## config.mk

```make
export PLATFORM = sky130hd
export DESIGN_NAME = input_field_tokenizer
export DESIGN_NICKNAME = d
export VERILOG_FILES = /design/src/ift_pkg.sv /design/src/ift_in_stage.sv /design/src/ift_core.sv /design/src/ift_out_stage.sv /design/src/input_field_tokenizer.sv
export SDC_FILE = /design/constraint.sdc
export NUM_CORES = 1
export LEC_CHECK = 0
export ABC_AREA = 1
export BUFFER_PORTS_ARGS = -buffer_cell sky130_fd_sc_hd__buf_2
export CAP_MARGIN = 20
export CORE_ASPECT_RATIO = 1.75
export CORE_MARGIN = 1.5
export CORE_UTILIZATION = 58
export CTS_CLUSTER_DIAMETER = 30
export DETAILED_ROUTE_END_ITERATION = 10
export MAX_ROUTING_LAYER = met4
export PLACE_DENSITY = 0.79
export RECOVER_POWER = 100
export SLEW_MARGIN = 0
export SYNTH_ARGS = -nofsm -noshare
export SYNTH_HDL_FRONTEND = slang
export SYNTH_SLANG_ARGS = --single-unit
```

## constraint.sdc

```tcl
create_clock -name clk -period 4 [get_ports clk]
set_input_delay 0.8 -clock clk [delete_from_list [all_inputs] [get_ports clk]]
set_output_delay 0.8 -clock clk [all_outputs]
set_load 0.03 [all_outputs]
```

## src/ift_pkg.sv

```systemverilog
// Shared types and character codes for the input field tokenizer.
`timescale 1ns / 1ps

package ift_pkg;

  localparam int CHAR_W  = 8;
  localparam int LEN_W   = 13;
  localparam int CFG_IDX_W = 2;

  // Largest value the field_limit register can hold.
  localparam int LIMIT_REG_MAX = (1 << LEN_W) - 1;

  typedef enum logic [1:0] {
    PH_IDLE  = 2'd0,
    PH_FIELD = 2'd1,
    PH_DELIM = 2'd2,
    PH_CR    = 2'd3
  } phase_t;

  // Configuration register indexes.
  localparam logic [CFG_IDX_W-1:0] CFG_STRING_MODE = 2'd0;
  localparam logic [CFG_IDX_W-1:0] CFG_FIELD_LIMIT = 2'd1;

  localparam logic [LEN_W-1:0] FIELD_LIMIT_RESET = 13'd67;

  localparam logic [CHAR_W-1:0] CH_TAB    = 8'h09;
  localparam logic [CHAR_W-1:0] CH_LF     = 8'h0A;
  localparam logic [CHAR_W-1:0] CH_CR     = 8'h0D;
  localparam logic [CHAR_W-1:0] CH_SPACE  = 8'h20;
  localparam logic [CHAR_W-1:0] CH_QUOTE  = 8'h22;
  localparam logic [CHAR_W-1:0] CH_AMP    = 8'h26;
  localparam logic [CHAR_W-1:0] CH_COMMA  = 8'h2C;
  localparam logic [CHAR_W-1:0] CH_PERIOD = 8'h2E;
  localparam logic [CHAR_W-1:0] CH_UP_D   = 8'h44;
  localparam logic [CHAR_W-1:0] CH_UP_E   = 8'h45;
  localparam logic [CHAR_W-1:0] CH_LO_D   = 8'h64;
  localparam logic [CHAR_W-1:0] CH_LO_E   = 8'h65;

  typedef struct packed {
    logic [CHAR_W-1:0] char_code;
    logic              end_of_file;
  } item_t;

  typedef struct packed {
    logic [CHAR_W-1:0] out_char;
    logic              char_valid;
    logic              field_end;
    logic              looks_float;
    logic [LEN_W-1:0]  field_length;
  } result_t;

  // Handshake status between the pipeline stages.
  typedef struct packed {
    logic advance;
    logic emit;
  } stage_ctl_t;

endpackage

```

## src/ift_in_stage.sv

```systemverilog
// Input register: holds one accepted word until the decode step takes it.
`timescale 1ns / 1ps

module ift_in_stage (
  input  logic           clk,
  input  logic           rst_n,
  input  logic           in_valid,
  output logic           in_ready,
  input  ift_pkg::item_t in_item,
  input  logic           advance,
  output logic           item_valid,
  output ift_pkg::item_t item
);

  logic           valid_r;
  logic           valid_nxt;
  ift_pkg::item_t item_r;

  assign in_ready  = !valid_r || advance;
  assign valid_nxt = in_ready ? in_valid : valid_r;

  always_ff @(posedge clk) begin
    if (!rst_n) begin
      valid_r <= 1'b0;
    end else begin
      valid_r <= valid_nxt;
    end
  end

  always_ff @(posedge clk) begin
    if (in_valid && in_ready) begin
      item_r <= in_item;
    end
  end

  assign item_valid = valid_r;
  assign item       = item_r;

endmodule

```

## src/ift_core.sv

```systemverilog
// Field state, configuration registers and the per-character decode step.
`timescale 1ns / 1ps

module ift_core #(
  parameter int MAX_FIELD = 4096
) (
  input  logic                             clk,
  input  logic                             rst_n,
  input  logic                             cfg_valid,
  output logic                             cfg_ready,
  input  logic [ift_pkg::CFG_IDX_W-1:0]    cfg_index,
  input  logic [ift_pkg::LEN_W-1:0]        cfg_data,
  input  logic                             item_valid,
  input  ift_pkg::item_t                   item,
  input  logic                             advance,
  output logic                             emit,
  output ift_pkg::result_t                 result
);

  localparam int LimCapInt = (MAX_FIELD < ift_pkg::LIMIT_REG_MAX) ?
                             MAX_FIELD : ift_pkg::LIMIT_REG_MAX;
  localparam logic [ift_pkg::LEN_W-1:0] LimCap = ift_pkg::LEN_W'(LimCapInt);
  localparam logic [ift_pkg::LEN_W-1:0] LenOne = ift_pkg::LEN_W'(1);

  logic                       string_mode_r;
  logic [ift_pkg::LEN_W-1:0]  field_limit_r;

  ift_pkg::phase_t            phase_r, phase_nxt;
  logic                       quote_r, quote_nxt;
  logic                       amp_r, amp_nxt;
  logic                       float_r, float_nxt;
  logic [ift_pkg::LEN_W-1:0]  count_r, count_nxt;

  logic [ift_pkg::LEN_W-1:0]  limit;

  assign cfg_ready = 1'b1;

  always_ff @(posedge clk) begin
    if (!rst_n) begin
      string_mode_r <= 1'b0;
      field_limit_r <= ift_pkg::FIELD_LIMIT_RESET;
    end else if (cfg_valid) begin
      if (cfg_index == ift_pkg::CFG_STRING_MODE) begin
        string_mode_r <= cfg_data[0];
      end else if (cfg_index == ift_pkg::CFG_FIELD_LIMIT) begin
        field_limit_r <= cfg_data;
      end
    end
  end

  // Clamp the limit into one to the largest field.
  always_comb begin
    if (field_limit_r == '0) begin
      limit = LenOne;
    end else if (field_limit_r > LimCap) begin
      limit = LimCap;
    end else begin
      limit = field_limit_r;
    end
  end

  always_ff @(posedge clk) begin
    if (!rst_n) begin
      phase_r <= ift_pkg::PH_IDLE;
      quote_r <= 1'b0;
      amp_r   <= 1'b0;
      float_r <= 1'b0;
      count_r <= '0;
    end else if (item_valid && advance) begin
      phase_r <= phase_nxt;
      quote_r <= quote_nxt;
      amp_r   <= amp_nxt;
      float_r <= float_nxt;
      count_r <= count_nxt;
    end
  end

  always_comb begin
    logic [ift_pkg::CHAR_W-1:0] c;
    logic                       eof;
    logic                       blank;
    logic                       do_field;
    logic                       do_keep;
    logic                       do_fin;
    logic                       fin_valid;
    ift_pkg::phase_t            fin_phase;
    logic [ift_pkg::CHAR_W-1:0] kch;
    logic [ift_pkg::LEN_W-1:0]  inc;

    c         = item.char_code;
    eof       = item.end_of_file;
    blank     = (c == ift_pkg::CH_SPACE) || (c == ift_pkg::CH_TAB);
    do_field  = 1'b0;
    do_keep   = 1'b0;
    do_fin    = 1'b0;
    fin_valid = 1'b0;
    fin_phase = ift_pkg::PH_IDLE;
    kch       = c;
    inc       = '0;

    phase_nxt = phase_r;
    quote_nxt = quote_r;
    amp_nxt   = amp_r;
    float_nxt = float_r;
    count_nxt = count_r;
    emit      = 1'b0;
    result    = '0;

    unique case (phase_r)
      ift_pkg::PH_FIELD: begin
        do_field = 1'b1;
      end
      ift_pkg::PH_DELIM: begin
        if (eof || c == ift_pkg::CH_COMMA || c == ift_pkg::CH_LF) begin
          phase_nxt = ift_pkg::PH_IDLE;
        end else if (blank) begin
          phase_nxt = ift_pkg::PH_DELIM;
        end else if (c == ift_pkg::CH_CR) begin
          phase_nxt = ift_pkg::PH_CR;
        end else begin
          phase_nxt = ift_pkg::PH_IDLE;
          do_field  = 1'b1;
        end
      end
      ift_pkg::PH_CR: begin
        phase_nxt = ift_pkg::PH_IDLE;
        if (eof) begin
          emit               = 1'b1;
          result.field_end   = 1'b1;
          result.looks_float = float_r;
          result.field_length = count_r;
        end else if (c != ift_pkg::CH_LF && !blank) begin
          do_field = 1'b1;
        end
      end
      ift_pkg::PH_IDLE: begin
        phase_nxt = ift_pkg::PH_IDLE;
        if (eof) begin
          emit               = 1'b1;
          result.field_end   = 1'b1;
          result.looks_float = float_r;
          result.field_length = count_r;
        end else if (!blank) begin
          do_field = 1'b1;
        end
      end
      default: begin
        phase_nxt = ift_pkg::PH_IDLE;
      end
    endcase

    if (do_field) begin
      // A field started from between fields opens with cleared attributes.
      if (phase_r != ift_pkg::PH_FIELD) begin
        quote_nxt = 1'b0;
        amp_nxt   = 1'b0;
        float_nxt = 1'b0;
        count_nxt = '0;
      end
      phase_nxt = ift_pkg::PH_FIELD;
      if (eof) begin
        do_fin = 1'b1;
      end else begin
        unique case (c)
          ift_pkg::CH_LF: begin
            do_fin = 1'b1;
          end
          ift_pkg::CH_CR: begin
            do_fin    = 1'b1;
            fin_phase = ift_pkg::PH_CR;
          end
          ift_pkg::CH_QUOTE: begin
            if (!quote_nxt) begin
              if (count_nxt == '0) begin
                quote_nxt = 1'b1;
              end else begin
                do_keep = 1'b1;
              end
            end else begin
              // Closing quote: dropped; ends the field in string mode only.
              quote_nxt = 1'b0;
              if (string_mode_r) begin
                do_fin    = 1'b1;
                fin_phase = ift_pkg::PH_DELIM;
              end
            end
          end
          ift_pkg::CH_COMMA: begin
            if (!quote_nxt) begin
              do_fin = 1'b1;
            end else begin
              do_keep = 1'b1;
            end
          end
          ift_pkg::CH_AMP: begin
            amp_nxt = 1'b1;
            do_keep = 1'b1;
          end
          ift_pkg::CH_LO_D, ift_pkg::CH_UP_D: begin
            if (!amp_nxt && !string_mode_r) begin
              kch = c + ift_pkg::CHAR_W'(1);
            end
            if (!amp_nxt) begin
              float_nxt = 1'b1;
            end
            do_keep = 1'b1;
          end
          ift_pkg::CH_LO_E, ift_pkg::CH_UP_E, ift_pkg::CH_PERIOD: begin
            if (!amp_nxt) begin
              float_nxt = 1'b1;
            end
            do_keep = 1'b1;
          end
          ift_pkg::CH_TAB, ift_pkg::CH_SPACE: begin
            if (!quote_nxt && !string_mode_r) begin
              do_fin    = 1'b1;
              fin_phase = ift_pkg::PH_DELIM;
            end else begin
              do_keep = 1'b1;
            end
          end
          default: begin
            do_keep = 1'b1;
          end
        endcase
      end

      if (do_keep) begin
        inc       = count_nxt + LenOne;
        count_nxt = inc;
        if (inc >= limit) begin
          do_fin    = 1'b1;
          fin_valid = 1'b1;
          fin_phase = ift_pkg::PH_DELIM;
        end else begin
          emit              = 1'b1;
          result.out_char   = kch;
          result.char_valid = 1'b1;
        end
      end

      if (do_fin) begin
        emit                = 1'b1;
        result.out_char     = fin_valid ? kch : '0;
        result.char_valid   = fin_valid;
        result.field_end    = 1'b1;
        result.looks_float  = float_nxt;
        result.field_length = count_nxt;
        quote_nxt           = 1'b0;
        amp_nxt             = 1'b0;
        float_nxt           = 1'b0;
        count_nxt           = '0;
        phase_nxt           = fin_phase;
      end
    end
  end

endmodule

```

## src/ift_out_stage.sv

```systemverilog
// Result register: holds one result word until the consumer takes it.
`timescale 1ns / 1ps

module ift_out_stage (
  input  logic               clk,
  input  logic               rst_n,
  input  ift_pkg::stage_ctl_t ctl,
  input  ift_pkg::result_t   result,
  input  logic               out_ready,
  output logic               out_valid,
  output logic               room,
  output ift_pkg::result_t   out_result
);

  logic             valid_r;
  logic             valid_nxt;
  logic             load;
  ift_pkg::result_t result_r;

  assign load = ctl.advance && ctl.emit;
  assign room = !valid_r || out_ready;

  always_comb begin
    if (load) begin
      valid_nxt = 1'b1;
    end else if (out_ready) begin
      valid_nxt = 1'b0;
    end else begin
      valid_nxt = valid_r;
    end
  end

  always_ff @(posedge clk) begin
    if (!rst_n) begin
      valid_r <= 1'b0;
    end else begin
      valid_r <= valid_nxt;
    end
  end

  always_ff @(posedge clk) begin
    if (load) begin
      result_r <= result;
    end
  end

  assign out_valid  = valid_r;
  assign out_result = result_r;

endmodule

```

## src/input_field_tokenizer.sv

```systemverilog
// Top level of the input field tokenizer: input register, decode step, result register.
//
//   channel | handshake             | payload
//   --------+-----------------------+------------------------------------------------
//   in      | in_valid / in_ready   | in_char_code[7:0], in_end_of_file
//   out     | out_valid / out_ready | out_char[7:0], out_char_valid, out_field_end,
//           |                       | out_looks_float, out_field_length[12:0]
//   cfg     | cfg_valid / cfg_ready | cfg_index[1:0], cfg_data[12:0]
//
// One word per cycle sustained while out_ready is high. A result reaches out_valid
// via the input and result registers: the word sits in the input register while
// the decode step feeds the result register. The state update for a word happens
// in the same cycle as its decode, so the next word follows straight on. Synchronous
// reset returns to between-fields with string_mode 0 and field_limit 67. A stalled
// consumer holds the result register, then the input register, then in_ready.
`timescale 1ns / 1ps

module input_field_tokenizer #(
  parameter int MAX_FIELD = 4096
) (
  input  logic                          clk,
  input  logic                          rst_n,
  input  logic                          in_valid,
  output logic                          in_ready,
  input  logic [ift_pkg::CHAR_W-1:0]    in_char_code,
  input  logic                          in_end_of_file,
  output logic                          out_valid,
  input  logic                          out_ready,
  output logic [ift_pkg::CHAR_W-1:0]    out_char,
  output logic                          out_char_valid,
  output logic                          out_field_end,
  output logic                          out_looks_float,
  output logic [ift_pkg::LEN_W-1:0]     out_field_length,
  input  logic                          cfg_valid,
  output logic                          cfg_ready,
  input  logic [ift_pkg::CFG_IDX_W-1:0] cfg_index,
  input  logic [ift_pkg::LEN_W-1:0]     cfg_data
);

  ift_pkg::item_t      in_item;
  ift_pkg::item_t      item;
  logic                item_valid;
  logic                room;
  logic                emit;
  ift_pkg::stage_ctl_t ctl;
  ift_pkg::result_t    result;
  ift_pkg::result_t    out_result;

  assign in_item.char_code   = in_char_code;
  assign in_item.end_of_file = in_end_of_file;

  // Advance the decode step whenever the result register has room.
  assign ctl.advance = item_valid && room;
  assign ctl.emit    = emit;

  ift_in_stage u_in (
    .clk        (clk),
    .rst_n      (rst_n),
    .in_valid   (in_valid),
    .in_ready   (in_ready),
    .in_item    (in_item),
    .advance    (ctl.advance),
    .item_valid (item_valid),
    .item       (item)
  );

  ift_core #(
    .MAX_FIELD (MAX_FIELD)
  ) u_core (
    .clk        (clk),
    .rst_n      (rst_n),
    .cfg_valid  (cfg_valid),
    .cfg_ready  (cfg_ready),
    .cfg_index  (cfg_index),
    .cfg_data   (cfg_data),
    .item_valid (item_valid),
    .item       (item),
    .advance    (ctl.advance),
    .emit       (emit),
    .result     (result)
  );

  ift_out_stage u_out (
    .clk        (clk),
    .rst_n      (rst_n),
    .ctl        (ctl),
    .result     (result),
    .out_ready  (out_ready),
    .out_valid  (out_valid),
    .room       (room),
    .out_result (out_result)
  );

  assign out_char         = out_result.out_char;
  assign out_char_valid   = out_result.char_valid;
  assign out_field_end    = out_result.field_end;
  assign out_looks_float  = out_result.looks_float;
  assign out_field_length = out_result.field_length;

endmodule

```

==> results of run 1 <==
[cell type report]
class,instances,share of cell area
timing repair buffer,59,0.05698
tap,84,0.02247
inverter,54,0.04441
multi-input combinational,403,0.4470
clock buffer,11,0.04976
sequential,67,0.3574
clock inverter,5,0.02194
[cells in the final DEF (no fill, tap or decap), types with 5 or more instances in the layout]
| cell | count |
|---|---|
| inv_2 | 6 |
| nor2_1 | 62 |
| nand2_1 | 162 |
| a21oi_1 | 34 |
| clkbuf_16 | 9 |
| buf_2 | 26 |
| inv_1 | 45 |
| o21ai_0 | 22 |
| nand3_1 | 35 |
| o21ai_1 | 9 |
| ha_1 | 24 |
| edfxtp_1 | 33 |
| nor4_1 | 6 |
| clkbuf_1 | 31 |
| xor2_1 | 10 |
| nor3_1 | 5 |
| nand2_2 | 7 |
| dfxtp_1 | 34 |
[sequential cells by signal, indices dropped and copies added (netlist names)]
register and cells:
u_core.phase_r 2, u_core.float_r 1, u_in.item 9, u_in.item_valid 1
u_core.amp_r 1, u_core.string_mode_r 1, u_out.out_valid 1, u_core.field_limit_r 13
u_core.count_r 13, u_out.out_result 24, u_core.quote_r 1
[cell families (layout without fill, tap and decap cells)]
group,after synthesis,count (layout)
other,1,1
flip-flops,67,67
XOR/XNOR,10,10
AO/OA/AOI/OAI,77,77
AND/OR/NAND/NOR,291,291
buffers and inverters,68,129
adder cells (fa/ha/maj),24,24
[power breakdown]
| group | switching (mW) | total (mW) | internal (mW) |
|---|---|---|---|
| clock | 0.294 | 0.902 | 0.608 |
| sequential | 0.0176 | 0.768 | 0.750 |
| combinational | 0.144 | 0.199 | 0.0554 |
[critical path, cell delays in order, from the launching register on]
cell and delay (ps):
dfxtp_1 340, inv_1 120, ha_1 200, nand2_1 140
inv_1 170, ha_1 290, inv_1 70, nor2_1 100
nand2_1 80, inv_1 130, nand3_1 120, xor2_1 180
ha_1 310, nand2_1 80, nor4_1 290, nand2_1 80
nand2_1 120, nand3_1 160, a21oi_2 150, buf_4 210
nand2_1 70, o31ai_1 70
[routing by layer]
layer	part of all wire	wire length (µm)	GRT usage	up-vias
met2	0.55	5360	0.5067	111
met5	0	0	-	-
met3	0.046	450	0.05424	19
li1	-	-	-	1872
met1	0.38	3699	0.3005	1681
met4	0.025	242	0.1320	0
[stage by stage]
stage | hold WS [ps] | power [mW] | cells | utilization | setup WS, ps
2_1_floorplan | 443.7 | 0.9250 | 538 | - | 729.6
3_3_place_gp | 456.5 | 0.9783 | 667 | 0.6445 | 463.5
3_5_place_dp | 460.7 | 0.9850 | 667 | 0.6445 | 380.0
4_1_cts | 468.6 | 1.876 | 683 | 0.6938 | 339.8
5_1_grt | 503.7 | 1.927 | 683 | 0.6871 | 53.22
6_report | 473.4 | 1.869 | 683 | 0.6871 | 343.7
[worst paths after layout]
kind	slack, ps	depth (start not counted)	end	start
worst max-delay path	340	21	u_out.out_result[7]	u_core.phase_r[1]
worst min-delay path	470	2	u_core.quote_r	u_core.quote_r
worst max register to register	340	21	u_out.out_result[7]	u_core.phase_r[1]
worst min register to register	470	2	u_core.quote_r	u_core.quote_r
==> results.md, run 1 <==
* Outcome: completed
* Layout cells sized above 1 at 0.1169
* Global placer's final weighted congestion at about 0.96
* Final nets at around 650
* Syn_nets at 591
* Clock Tree Buf Depth at 2
* GR Overflow Total at 0
* Layout Area Growth over Synthesis at 15.44%
* Period utilization at 0.9141
* Most numerous cell in the Yosys netlist: nand2_1
* Clock skew at about 7.3 ps
* Synth Warn # at 0
* Antenna diode count at 0
* Post-Synth Adder-Cell Area at 0.07412
* Largest net degree at the start of global routing at 25
* Worst path arrival time at between 3000 and 4000 ps
* Sequential area share after synthesis at 0.4126
* Worst VDD drop at approximately 370 µV
* First-pass GRT wire length at between 15000 and 20000 µm
* Synth top area share at 0.2446
* Top_reg_cell synth: dfxtp_1
* Iter 0 DRT Violations at 440
* Main combinational cell family by area after synthesis: simple AND/OR/NAND/NOR gates
* Total Wirelength at just under 10000 µm
* Yosys cell types at 41
* Synth Area per Inst at 7.530 µm²
* Maxcap violations at 0
* CTS hold repair buffers at 0
* Cell Area, Synth at around 4100 µm²
* Post-layout min period at between 3000 and 4000 ps
* Tightest Pin Transition at 590.3 ps
* Row count at 40
* Port-buffer cells at 54
* Die height at around 110 µm
* Dpl cell area at roughly 4400 µm²
* Reg area at 1672 µm²
* Root Driver: clkbuf_16
* Critical Path RT at roughly 4200 ps
* CP Launch Type: flip-flop
* GR Util All Layers at 0.2871
* Residual DRC at 0
* Hold Path Class: flip-flop to flip-flop
* Die X at 66.18 µm
* Power Dens Cells at 399.7 nW/µm²
* DRT antenna net count at 0
* Most instantiated cells after synthesis: nand2_1, nor2_1, inv_1, nand3_1
* Pre-antenna DRT Iters at 5
* Number of flops mapped to enable cells by yosys at 33
* CTS tree: yes
* Worst Path Max Fanout at 15
* Synth Area in Compound Gates at 0.1044
* Mux share of post-synthesis cell area at 0
* # H-tree levels at 3
* Drt wl/cell at approximately 14 µm
* I/O Pins at 56
* Slew Limit Fails at 0
* Core area at about 7000 µm²
* Initial Utilization at 0.5952
* Highest clock rate at approximately 270 MHz
* Yosys reg bits at 67
* Critical Path Sink Type: flip-flop
* Max-slew headroom at 0.6065
* Setup TNS Final at 0 ps
* Via count at approximately 3700
* Post-synthesis simple-gate area fraction at 0.3150
* Via density at 5.392
* Final setup viols at 0
* Hold Vio Cnt, Final at 0
* Multi-input logic area at between 2000 and 2500 µm²
* Clock Sinks at 67
* Crit Path Class: flip-flop to flip-flop
* Finished Cell Area at 4677 µm²
* Number of global-route vias before repair at about 3500
* Worst skew pair latency at ~340 ps
* Filler Cell Count at between 600 and 700
* Clock transition at path regs at ~50 ps
* HPWL after detailed placement at ~7600 µm
* Area leader, netlist: edfxtp_1
* Initial antenna violation count at 0
* Post-synthesis xor/xnor area fraction at 0.02162
* Die area at roughly 7500 µm²
* Synth area leaders: edfxtp_1, dfxtp_1, nand2_1, ha_1, nor2_1
* Gate Count Post-Synth at approximately 540
* Resized cells post-CTS at 0
* Inserted Clock Buffers at 9
* Post-CTS setup buffers at 0
* Leakage power at around 2.1 nW
* Post-synthesis async set-or-reset flop share at 0
* Unrepaired setup endpoints after global routing: no
Power figures use the tool's default switching activity.
==> run 2: changes to the inputs <==
==> constraint.sdc (replaced) <==
create_clock -name clk -period 3.71 [get_ports clk]
set_input_delay 0.742 -clock clk [delete_from_list [all_inputs] [get_ports clk]]
set_output_delay 0.742 -clock clk [all_outputs]
set_load 0.03 [all_outputs]
==> run 2 against run 1 <==
Net effect: cell area increased by 2.4%; combinational power grew 15%; final cell count is 1.3% higher; routed wire length decreased by 0.33%; largest power group unchanged; flip-flop and latch count did not move; first-iteration DRC count shrank 32%; non-clock buffer count increased by 9; critical path type unchanged; clock power shrank 5.7%; die area stayed put.
==> results.md, run 2 (same netlist as run 1, synthesis figures left out) <==
* Outcome: completed
* Clock skew at 5.001 ps (-2.261 ps)
* Filler Cell Count at 567 (-9.7%)
* Worst skew pair latency at 330 ps (about the same)
* Die area at 7515 µm² (unchanged)
* Power Dens Cells at 398.3 nW/µm² (-0.36%)
* CP Launch Type: flip-flop
* DRT antenna net count at 0 (unchanged)
* Drt wl/cell at 14.05 µm (-1.6%)
* HPWL after detailed placement at 7409 µm (-2.1%)
* Number of global-route vias before repair at 3636 (+3.4%)
* Via count at 3725 (+1.1%)
* Clock transition at path regs at 60 ps (about the same)
* Hold path startpoint: u_core.quote_r
* Dpl cell area at 4434 µm² (+1.1%)
* CP Depth at 21 (unchanged)
* CP Launch Point: u_core.phase_r[1]
* R2r setup slk at 230 ps (-120 ps)
* FF-to-FF Start: u_core.phase_r[1]
* Port-buffer cells at 54 (unchanged)
* Total Wirelength at 9721 µm (-0.33%)
* Commonest non-fill, non-tap cell in the layout: nand2_1
* Maxcap violations at 0 (unchanged)
* CP max-delay cell: dfxtp_1
* Residual DRC at 0 (unchanged)
* GR Overflow Total at 0 (unchanged)
* Crit path max-delay family: simple AND/OR/NAND/NOR gates
* Final WS setup at 228.3 ps (-115.4 ps)
* Initial antenna violation count at 0 (unchanged)
* Worst path arrival time at 3730 ps (-90 ps)
* Max-slew headroom at 0.5784 (-0.02811)
* Slew Limit Fails at 0 (unchanged)
* Setup TNS Final at 0 ps (unchanged)
* Crit path buf inv count at 5 (unchanged)
* Row count at 40 (unchanged)
* First-pass GRT wire length at 15990 µm (+0.52%)
* Final setup viols at 0 (unchanged)
* Period utilization at 0.9385 (+0.02440)
* Max FFs per register at 24 (unchanged)
* Worst VDD drop at 341.3 µV (-8.1%)
* Hold Vio Cnt, Final at 0 (unchanged)
* Final nets at 656 (+1.4%)
* Core area at 6807 µm² (unchanged)
* Worst reg2reg path endpoint: u_core.count_r[7]
* Worst Path Max Fanout at 17 (+2)
* Iter 0 DRT Violations at 300 (-32%)
* Finished Cell Area at 4791 µm² (+2.4%)
* Most frequent cells in the layout: nand2_1, nor2_1, inv_1
* Root Driver: clkbuf_16
* Post-layout min period at 3482 ps (-174.6 ps)
* Tightest Pin Transition at 625.9 ps (+35.55 ps)
* GR Util All Layers at 0.2862 (-0.0009231)
* Die X at 66.18 µm (unchanged)
* Crit Path Class: flip-flop to flip-flop
* CP max stage delay at 340 ps (about the same)
* Critical Path Sink Type: flip-flop
* CP most frequent cell: nand2_1
* Via density at 5.383 (-0.18%)
* # H-tree levels at 3 (unchanged)
* Global placer's final weighted congestion at 0.9429 (-2.0%)
* Path depth of the worst reg2reg path at 21 (unchanged)
* Crit path to: u_core.count_r[7]
* I/O Pins at 56 (unchanged)
* Die height at 113.6 µm (unchanged)
* CTS hold repair buffers at 0 (unchanged)
* Initial Utilization at 0.5952 (unchanged)
* Critical-path cell list: inv_2 -> ha_4 -> buf_12 -> nand2_1 -> inv_1 -> nand2_1 -> nor3_1 -> nand3_2 -> xor2_2 -> ha_1 -> nand2_1 -> o21ai_0 -> a21oi_1 -> nand2_1 -> nand3_1 -> buf_4 -> nand2_2 -> nor2_8 -> buf_4 -> nand2_1 -> a21oi_1
* Antenna diode count at 0 (unchanged)
* Inserted Clock Buffers at 9 (unchanged)
* Layout cells sized above 1 at 0.1513 (+0.03445)
* Largest net degree at the start of global routing at 25 (unchanged)
* Clock Sinks at 67 (unchanged)
* Place WS at 34.00 ps (-346.0 ps)
* Clock Tree Buf Depth at 2 (unchanged)
* Layout Area Growth over Synthesis at 18.25%
* Highest clock rate at 287.2 MHz (+5.0%)
* Final hold slack at 467.5 ps (-5.891 ps)
* Pre-antenna DRT Iters at 8 (+3)
* Leakage power at 2.132 nW (+1.4%)
* Critical Path RT at 3960 ps (-200 ps)
* Hold Path Class: flip-flop to flip-flop
* CTS tree: yes
==> run 2: metrics by stage <==
stage | power (mW) | util | instances
after floorplan | 0.9974 | - | 538
after global placement | 1.060 | 0.6515 | 670
after detailed placement | 1.067 | 0.6515 | 670
after CTS | 1.916 | 0.7011 | 689
after global routing | 1.969 | 0.7039 | 692
final | 1.908 | 0.7039 | 692
==> run 2: layer usage <==
metal / up-vias / share of wire / GRT usage
li1: 1895 / - / -
met1: 1654 / 0.39 / 0.3046
met2: 135 / 0.52 / 0.4867
met3: 41 / 0.047 / 0.05227
met4: 0 / 0.044 / 0.1605
met5: - / 0 / -
==> run 2: final cells by class <==
| cell class | count | area (µm²) | share of cell area |
|---|---|---|---|
| multi-input combinational | 403 | 2137 | 0.4461 |
| clock buffer | 12 | 246.5 | 0.05145 |
| timing repair buffer | 68 | 371.6 | 0.07757 |
| inverter | 54 | 207.7 | 0.04335 |
| clock inverter | 4 | 50.05 | 0.01045 |
| sequential | 67 | 1673 | 0.3492 |
| tap | 84 | 105.1 | 0.02194 |
==> run 2: tightest hold or removal path: cells and delay by family (launching register included) <==
family / cells / cell delay, ps
flip-flops: 1 / 310
AND/OR/NAND/NOR: 1 / 60
AO/OA/AOI/OAI: 1 / 60
==> run 2: worst min path at each step <==
| stage | endpoint | slack [ps] | depth (start not counted) |
|---|---|---|---|
| final | u_core.quote_r | 470 | 2 |
| after global routing | u_core.quote_r | 510 | 2 |
| after floorplan | u_core.quote_r | 440 | 2 |
| after detailed placement | u_core.amp_r | 460 | 2 |
| after global placement | u_core.amp_r | 450 | 2 |
| after CTS | u_core.quote_r | 470 | 2 |
==> run 2: where the power goes <==
group	leakage, nW	switching, mW	total (mW)	internal [mW]
clock	0.139	0.314	0.851	0.537
sequential	0.611	0.0186	0.828	0.809
combinational	1.38	0.160	0.229	0.0684
==> run 2: timing repair <==
| action | 4_1_cts | 5_1_grt |
|---|---|---|
| pin swaps | 1 | 4 |
| setup endpoints to repair | 1 | 42 |
| setup buffers | 3 | 2 |
| hold endpoints to repair | 0 | 0 |
| gates resized for setup | 1 | 13 |
